==> config.mk <==
export PLATFORM = sky130hd
export DESIGN_NAME = sliding_window_chord_guess
export DESIGN_NICKNAME = d
export VERILOG_FILES = /design/src/rtl/swcg_pkg.sv /design/src/rtl/sliding_window_chord_guess.sv /design/src/rtl/swcg_chord_pick.sv
export SDC_FILE = /design/constraint.sdc
export NUM_CORES = 1
export LEC_CHECK = 0
export BUFFER_PORTS_ARGS = -buffer_cell sky130_fd_sc_hd__buf_4
export CORE_MARGIN = 3
export CORE_UTILIZATION = 60
export CTS_CLUSTER_SIZE = 8
export DETAILED_ROUTE_END_ITERATION = 16
export PLACE_DENSITY = 0.8
export SYNTH_ARGS = -nofsm -noshare
export SYNTH_HDL_FRONTEND = slang
export SYNTH_SLANG_ARGS = --single-unit
==> constraint.sdc <==
create_clock -name i_clk -period 14.05 [get_ports i_clk]
set_clock_uncertainty 0.05 [all_clocks]
set_input_delay 2.1075 -clock i_clk [delete_from_list [all_inputs] [get_ports i_clk]]
set_output_delay 2.1075 -clock i_clk [all_outputs]
set_load 0.05 [all_outputs]
==> src/rtl/swcg_pkg.sv <==
// Shared types, constants and a helper function of the sliding-window chord guesser.
package swcg_pkg;

    localparam int PITCH_CLASSES = 12;
    localparam int MINOR_THIRD   = 3;
    localparam int NOTE_W        = 8;
    localparam int ROOT_W        = 4;

    // Item kinds carried on the input tuser bit
    typedef enum logic {
        CMD_ADD   = 1'b0,
        CMD_CLEAR = 1'b1
    } t_cmd;

    // Chord guess passed from the picker to the top level
    typedef struct packed {
        logic [ROOT_W-1:0] root;
        logic              minor;
    } t_chord;

    // note mod 12 via reciprocal multiply: floor(note/12) = (note*171) >> 11 for 8-bit notes
    function automatic logic [ROOT_W-1:0] pitch_class(input logic [NOTE_W-1:0] note);
        logic [15:0] prod;
        logic [4:0]  quot;
        logic [7:0]  rem;
        prod = 16'(note) * 16'd171;
        quot = prod[15:11];
        rem  = note - (8'(quot) * 8'd12);
        return rem[ROOT_W-1:0];
    endfunction

endpackage

==> src/rtl/sliding_window_chord_guess.sv <==
// Sliding-window chord guesser: note histogram over the last notes and chord pick.
//
// Input stream (s side): each word is either a note to add (tuser = 0, note in
// tdata[7:0]) or a clear of the window (tuser = 1, tdata ignored). Every
// accepted word yields exactly one result word on the m side: chord root
// (0 = C), minor flag and the number of pitch classes now held.
// The window keeps the last WINDOW_DEPTH pitch classes; once full, each new note
// evicts the oldest. The histogram is updated at the accept edge, and the chord is
// picked from it into the result register once that register is free.
// One word per cycle is sustained while the receiver keeps taking results; the
// 12-way argmax sits between the histogram and result registers.
// An empty window (after a clear) keeps the previous chord.
// Reset (synchronous, i_rst_n low) empties the window, zeroes the counters and
// sets the held chord to C major. If the receiver stalls, the result word holds
// and one more word is taken into the histogram stage; o_s_tready then drops
// until the output drains.
module sliding_window_chord_guess #(
    parameter int WINDOW_DEPTH = 16
) (
    input  logic       i_clk,
    input  logic       i_rst_n,
    input  logic       i_s_tvalid,
    output logic       o_s_tready,
    input  logic [7:0] i_s_tdata,   // [7:0] note
    input  logic       i_s_tuser,   // [0] command: 0 add note, 1 clear
    output logic       o_m_tvalid,
    input  logic       i_m_tready,
    // [3:0] chord_root, [4] chord_minor, [5 +: FILL_W] held_count, zero pad above
    output logic [((5 + $clog2(WINDOW_DEPTH + 1) + 7) / 8) * 8 - 1:0] o_m_tdata
);
    import swcg_pkg::*;

    localparam int FILL_W  = $clog2(WINDOW_DEPTH + 1);
    localparam int OUT_W   = ROOT_W + 1 + FILL_W;
    localparam int TDATA_W = ((OUT_W + 7) / 8) * 8;

    // Histogram stage state
    logic [ROOT_W-1:0] r_window [WINDOW_DEPTH];
    logic [FILL_W-1:0] r_fill, n_fill;
    logic [FILL_W-1:0] r_counts [PITCH_CLASSES];
    logic [FILL_W-1:0] n_counts [PITCH_CLASSES];
    logic              r_s1_valid;

    // Output stage
    t_chord            r_held;
    logic [ROOT_W-1:0] r_out_root;
    logic              r_out_minor;
    logic [FILL_W-1:0] r_out_count;
    logic              r_out_valid;

    logic              w_accept;
    logic              w_advance;
    logic              w_clear;
    logic              w_full;
    logic [ROOT_W-1:0] w_pc;
    logic [ROOT_W-1:0] w_old;
    t_chord            w_pick;
    t_chord            w_chord;

    // Handshake: output register frees when empty or taken
    assign w_advance  = !r_out_valid || i_m_tready;
    assign o_s_tready = w_advance || !r_s1_valid;
    assign w_accept   = i_s_tvalid && o_s_tready;
    assign w_clear    = (t_cmd'(i_s_tuser) == CMD_CLEAR);
    assign w_full     = (r_fill == FILL_W'(WINDOW_DEPTH));
    assign w_pc       = pitch_class(i_s_tdata);
    assign w_old      = r_window[WINDOW_DEPTH-1];

    // Incremental histogram and fill update
    always_comb begin
        n_fill = r_fill;
        for (int i = 0; i < PITCH_CLASSES; i++) begin
            n_counts[i] = r_counts[i];
        end
        if (w_accept) begin
            if (w_clear) begin
                n_fill = '0;
                for (int i = 0; i < PITCH_CLASSES; i++) begin
                    n_counts[i] = '0;
                end
            end else begin
                if (!w_full) begin
                    n_fill = r_fill + FILL_W'(1);
                end
                for (int i = 0; i < PITCH_CLASSES; i++) begin
                    n_counts[i] = r_counts[i]
                                + FILL_W'(w_pc == ROOT_W'(i))
                                - FILL_W'(w_full && (w_old == ROOT_W'(i)));
                end
            end
        end
    end

    always_ff @(posedge i_clk) begin
        if (!i_rst_n) begin
            r_fill     <= '0;
            r_s1_valid <= 1'b0;
            for (int i = 0; i < PITCH_CLASSES; i++) begin
                r_counts[i] <= '0;
            end
        end else begin
            r_fill <= n_fill;
            for (int i = 0; i < PITCH_CLASSES; i++) begin
                r_counts[i] <= n_counts[i];
            end
            if (w_accept) begin
                r_s1_valid <= 1'b1;
            end else if (w_advance) begin
                r_s1_valid <= 1'b0;
            end
        end
    end

    // Window as a shift line: once full, the oldest class sits in the last tap
    always_ff @(posedge i_clk) begin
        if (w_accept && !w_clear) begin
            r_window[0] <= w_pc;
            for (int i = 1; i < WINDOW_DEPTH; i++) begin
                r_window[i] <= r_window[i-1];
            end
        end
    end

    swcg_chord_pick #(
        .CNT_W (FILL_W)
    ) u_pick (
        .i_counts (r_counts),
        .o_chord  (w_pick)
    );

    // An empty window keeps the previous chord
    assign w_chord = (r_fill != '0) ? w_pick : r_held;

    // Result register
    always_ff @(posedge i_clk) begin
        if (!i_rst_n) begin
            r_held      <= '0;
            r_out_valid <= 1'b0;
        end else if (w_advance) begin
            r_out_valid <= r_s1_valid;
            if (r_s1_valid) begin
                r_held <= w_chord;
            end
        end
    end

    always_ff @(posedge i_clk) begin
        if (w_advance && r_s1_valid) begin
            r_out_root  <= w_chord.root;
            r_out_minor <= w_chord.minor;
            r_out_count <= r_fill;
        end
    end

    assign o_m_tvalid = r_out_valid;
    assign o_m_tdata  = TDATA_W'({r_out_count, r_out_minor, r_out_root});

`ifndef SYNTHESIS
    a_fill_range: assert property (@(posedge i_clk) disable iff (!i_rst_n)
        r_fill <= FILL_W'(WINDOW_DEPTH))
        else $error("window fill beyond depth");

    a_clear_empties: assert property (@(posedge i_clk) disable iff (!i_rst_n)
        w_accept && w_clear |=> r_fill == '0)
        else $error("clear did not empty the window");

    a_add_grows: assert property (@(posedge i_clk) disable iff (!i_rst_n)
        w_accept && !w_clear && !w_full |=> r_fill == $past(r_fill) + FILL_W'(1))
        else $error("add to a non-full window did not grow it");

    a_no_overrun: assert property (@(posedge i_clk) disable iff (!i_rst_n)
        r_s1_valid && r_out_valid && !i_m_tready |-> !o_s_tready)
        else $error("input taken while both stages are blocked");

    a_root_range: assert property (@(posedge i_clk) disable iff (!i_rst_n)
        r_out_valid |-> r_out_root < ROOT_W'(PITCH_CLASSES))
        else $error("chord root out of range");
`endif

endmodule

==> src/rtl/swcg_chord_pick.sv <==
// Picks the most frequent pitch class (lowest on ties) and its minor-third flag.
module swcg_chord_pick #(
    parameter int CNT_W = 5
) (
    input  logic [CNT_W-1:0] i_counts [swcg_pkg::PITCH_CLASSES],
    output swcg_pkg::t_chord o_chord
);
    import swcg_pkg::*;

    // Tree levels: 12 -> 6 -> 3 -> 2 -> 1, left operand wins ties to keep the lower class
    logic [CNT_W-1:0]  w_l1_cnt [6];
    logic [ROOT_W-1:0] w_l1_idx [6];
    logic [CNT_W-1:0]  w_l2_cnt [3];
    logic [ROOT_W-1:0] w_l2_idx [3];
    logic [CNT_W-1:0]  w_l3_cnt [2];
    logic [ROOT_W-1:0] w_l3_idx [2];
    logic [ROOT_W-1:0] w_key;
    logic [ROOT_W-1:0] w_third;

    always_comb begin
        for (int i = 0; i < 6; i++) begin
            if (i_counts[2*i+1] > i_counts[2*i]) begin
                w_l1_cnt[i] = i_counts[2*i+1];
                w_l1_idx[i] = ROOT_W'(2*i+1);
            end else begin
                w_l1_cnt[i] = i_counts[2*i];
                w_l1_idx[i] = ROOT_W'(2*i);
            end
        end
        for (int i = 0; i < 3; i++) begin
            if (w_l1_cnt[2*i+1] > w_l1_cnt[2*i]) begin
                w_l2_cnt[i] = w_l1_cnt[2*i+1];
                w_l2_idx[i] = w_l1_idx[2*i+1];
            end else begin
                w_l2_cnt[i] = w_l1_cnt[2*i];
                w_l2_idx[i] = w_l1_idx[2*i];
            end
        end
        if (w_l2_cnt[1] > w_l2_cnt[0]) begin
            w_l3_cnt[0] = w_l2_cnt[1];
            w_l3_idx[0] = w_l2_idx[1];
        end else begin
            w_l3_cnt[0] = w_l2_cnt[0];
            w_l3_idx[0] = w_l2_idx[0];
        end
        w_l3_cnt[1] = w_l2_cnt[2];
        w_l3_idx[1] = w_l2_idx[2];
        if (w_l3_cnt[1] > w_l3_cnt[0]) begin
            w_key = w_l3_idx[1];
        end else begin
            w_key = w_l3_idx[0];
        end
    end

    // Minor third above the key, wrapped within the octave
    always_comb begin
        if (w_key >= ROOT_W'(PITCH_CLASSES - MINOR_THIRD)) begin
            w_third = w_key - ROOT_W'(PITCH_CLASSES - MINOR_THIRD);
        end else begin
            w_third = w_key + ROOT_W'(MINOR_THIRD);
        end
    end

    always_comb begin
        o_chord.root  = w_key;
        o_chord.minor = 1'b0;
        for (int i = 0; i < PITCH_CLASSES; i++) begin
            if (w_third == ROOT_W'(i)) begin
                o_chord.minor = (i_counts[i] != '0);
            end
        end
    end

endmodule

==> impl_metrics.csv <==
group,metric,value,unit
synthesis,ys_seq_elements,146,
finish,num-fill-cells,1267,
synthesis,synth_edf_count,74,
critical_path,cp_common_cell,"ha_1",
pwr,finalPower,1.28,mW
hold_path,worstHoldPathCells,0,
critical_path,crit_slowest_cell,"fa_1",
outcome,status,"complete, no violations",
grt,grt_first_pass_wirelength,36.1,mm
pwr,ir_drop,0.0909,mV
placement,port_buffers,24,
critical_path,path_max_fanout,12,
critical_path,reg2reg_depth,29,
finish,area_growth,8.55,%
cts,cts_resized,0,
detailed_routing,vias_per_cell,5.76,
detailed_routing,drt-initial-drc-count,552,
sta,fin_crit,7.82,ns
sta,finalSetupViolations,0,
cts,h-tree-depth,4,
grt,grt_start_max_net_pins,73,
critical_path,worst-setup-path-type,"input port to flip-flop",
floorplan,core-area,16900,um^2
finish,final_cells,1326,
sta,fin_crit_sh,55.7,%
critical_path,r2r_end,"r_out_minor",
placement,routabilityCongestion,0.931,
sta,hold_viol,0,
floorplan,io_pins,31,
cts,clock_latency,0.44,ns
floorplan,die_w,139,um
detailed_routing,vias,7644,
pwr,p_leak,4.82,nW
finish,final_cell_mix,"ha_1 (161), inv_1 (135), nand2_1 (75)",
synthesis,synthCells,1083,
placement,hpwl,15.2,mm
job,maxCapViolCount,0,
sta,tightest_slew,1.11,ns
floorplan,die_area,19200,um^2
synthesis,synthesis.area,10500,um^2
hold_path,hold_path_class,"flip-flop to flip-flop",
hold_path,worstHoldStart,"r_window[0][2]",
placement,place_area,10800,um^2
sta,hold_ws,0.365,ns
critical_path,rr_startpoint,"r_counts[46]",
critical_path,arrival,8.13,ns
synthesis,synth-warning-count,0,
detailed_routing,remaining_drc_errors,0,
sta,fmax,0.128,GHz
synthesis,synth-seq-area-share,34.8,%
detailed_routing,firstDrtPassIters,5,
finish,layout_commonest_cell,"ha_1",
critical_path,critical_path.endpoint_type,"flip-flop",
pwr,p_per_area,112,nW/um^2
cts,tritoncts,"yes",
sta,timing.setup.tns,0,ns
detailed_routing,postRouteAntennaNets,0,
finish,fin_nets,1290,
cts,clock_path_buffers,2,
hold_path,min_to,"r_window[0][6]",
grt,grtUsageTotal,23.0,%
cts,cts_buffers,17,
sta,report.final.slew_viol_count,0,
critical_path,worstPathRequired,14.36,ns
sta,max_slew_margin,25.0,%
detailed_routing,wire_per_inst,16.5,um
grt,first_global_vias,7488,
cts,clk_pin_slew,0.08,ns
floorplan,start_util,62.5,%
critical_path,reg2reg_slack,6.52,ns
cts,ctsHoldBuffers,0,
cts,post_cts_buffers,0,
finish,antenna_cells,0,
finish,final_layout_size_suffix_gt1_share,7.96,%
floorplan,row_count,47,
cts,cts_sinks,146,
floorplan,die_h,139,um
synthesis,async_flop_share,0,%
synthesis,syn_avg_cell_area,9.73,um^2
finish,fin_area,11400,um^2
placement,dp_cells,1294,
cts,ctsRootBufferMaster,"clkbuf_16",
critical_path,start_kind,"input port",
synthesis,synth_cell_types,62,
sta,rsz0062_at_grt,"false",
detailed_routing,wirelength,21.8,mm
grt,grt.overflow.total,0,
grt,antenna_found_initial,0,
finish,multi_input_area,6160,um^2
finish,seqCellArea,3660,um^2
critical_path,slowest_delay,0.51,ns
synthesis,synthFlopType,"edfxtp_1",
-- metrics by stage --
step / utilization (%) / setup WS (ns)
5_1_grt: 67.8 / 5.89
2_1_floorplan: - / 6.51
3_5_place_dp: 64.2 / 5.86
4_1_cts: 67.8 / 6.24
3_3_place_gp: 64.2 / 6.08
6_report: 67.8 / 6.23
-- logic make-up after synthesis --
group,synth area share [%]
other cells,0.0356
simple gates,13.6
buf+inv,7.09
compound gates,13.2
mux,3.69
flops,34.8
xor+xnor,4.06
fa+ha+maj,23.5
-- registers in the layout, summed over array words and instances, names as in the netlist --
name	flops
r_window	64
r_counts	60
r_fill	5
r_held	5
r_out_count	5
r_out_root	4
o_m_tvalid	1
r_out_minor	1
r_s1_valid	1
-- per-layer routing --
layer / track usage [%] / vias to the layer above / routed length, um
li1: - / 3773 / -
met1: 30.6 / 3674 / 10100
met5: 0 / - / 0
met3: 4.52 / 36 / 865
met4: 7.70 / 0 / 450
met2: 38.0 / 161 / 10400
-- power by group --
group | leakage (nW) | internal (mW) | total (mW) | switching, mW
combinational | 3.25 | 0.132 | 0.345 | 0.213
clock | 0.294 | 0.242 | 0.462 | 0.221
sequential | 1.28 | 0.468 | 0.478 | 0.00939
total | 4.82 | 0.842 | 1.28 | 0.443
-- synth_stat cells, types with 2 or more instances --
cell | n | share of area [%]
a31oi_1 | 3 | 0.18
xnor2_1 | 32 | 2.7
nand4_1 | 9 | 0.53
and4_1 | 3 | 0.25
edfxtp_1 | 74 | 21
o21bai_1 | 12 | 0.85
a22oi_1 | 13 | 0.93
a41oi_1 | 2 | 0.17
o32ai_1 | 2 | 0.17
o21ai_0 | 28 | 1.3
fa_1 | 23 | 4.4
a31o_2 | 3 | 0.25
a21o_1 | 18 | 1.3
a221oi_1 | 2 | 0.17
a221o_1 | 2 | 0.19
inv_1 | 135 | 4.8
and2_1 | 3 | 0.18
or3_1 | 2 | 0.12
or2_2 | 2 | 0.12
nor2b_1 | 40 | 2.4
nand3b_1 | 34 | 2.4
ha_1 | 161 | 19
a211oi_1 | 3 | 0.21
o21a_1 | 4 | 0.28
nor4b_1 | 7 | 0.58
mux2i_1 | 31 | 2.9
nand3_1 | 19 | 0.90
a21boi_0 | 37 | 2.6
and3_1 | 4 | 0.24
buf_2 | 2 | 0.095
xor2_1 | 15 | 1.2
o21ai_1 | 5 | 0.24
nor3_1 | 17 | 0.81
dfxtp_1 | 72 | 14
buf_6 | 3 | 0.32
clkbuf_8 | 2 | 0.26
mux2_2 | 7 | 0.75
o211ai_1 | 7 | 0.50
nand2b_1 | 2 | 0.12
a21oi_1 | 63 | 3.0
buf_4 | 7 | 0.50
o22ai_1 | 2 | 0.12
clkbuf_1 | 30 | 1.1
nor2_1 | 48 | 1.7
nand2_1 | 76 | 2.7
-- area by class of cell --
cell class	instances	share of cell area [%]
clock inverter	15	1.60
tap	220	2.41
timing repair buffer	30	1.97
clock buffer	17	3.72
inverter	136	4.46
sequential	146	32.0
multi-input combinational	762	53.8
-- worst max-delay path by stage --
| stage | startpoint | end | cells after the start |
|---|---|---|---|
| after floorplan | i_s_tdata[1] | r_counts[44] | 26 |
| after global placement | i_s_tdata[1] | r_counts[34] | 28 |
| after detailed placement | i_s_tdata[1] | r_counts[39] | 28 |
| after CTS | i_s_tdata[1] | r_counts[39] | 28 |
| after global routing | i_s_tdata[1] | r_counts[34] | 28 |
| final | i_s_tdata[1] | r_counts[39] | 28 |
-- critical path: cells and delay by family --
kind	cells	cell delay (ns)
buffers and inverters	4	0.33
AO/OA/AOI/OAI	6	0.99
adder cells (fa/ha/maj)	9	3.24
AND/OR/NAND/NOR	3	0.31
XOR/XNOR	6	1.13
Note: power is estimated with default switching activity, not from simulation.
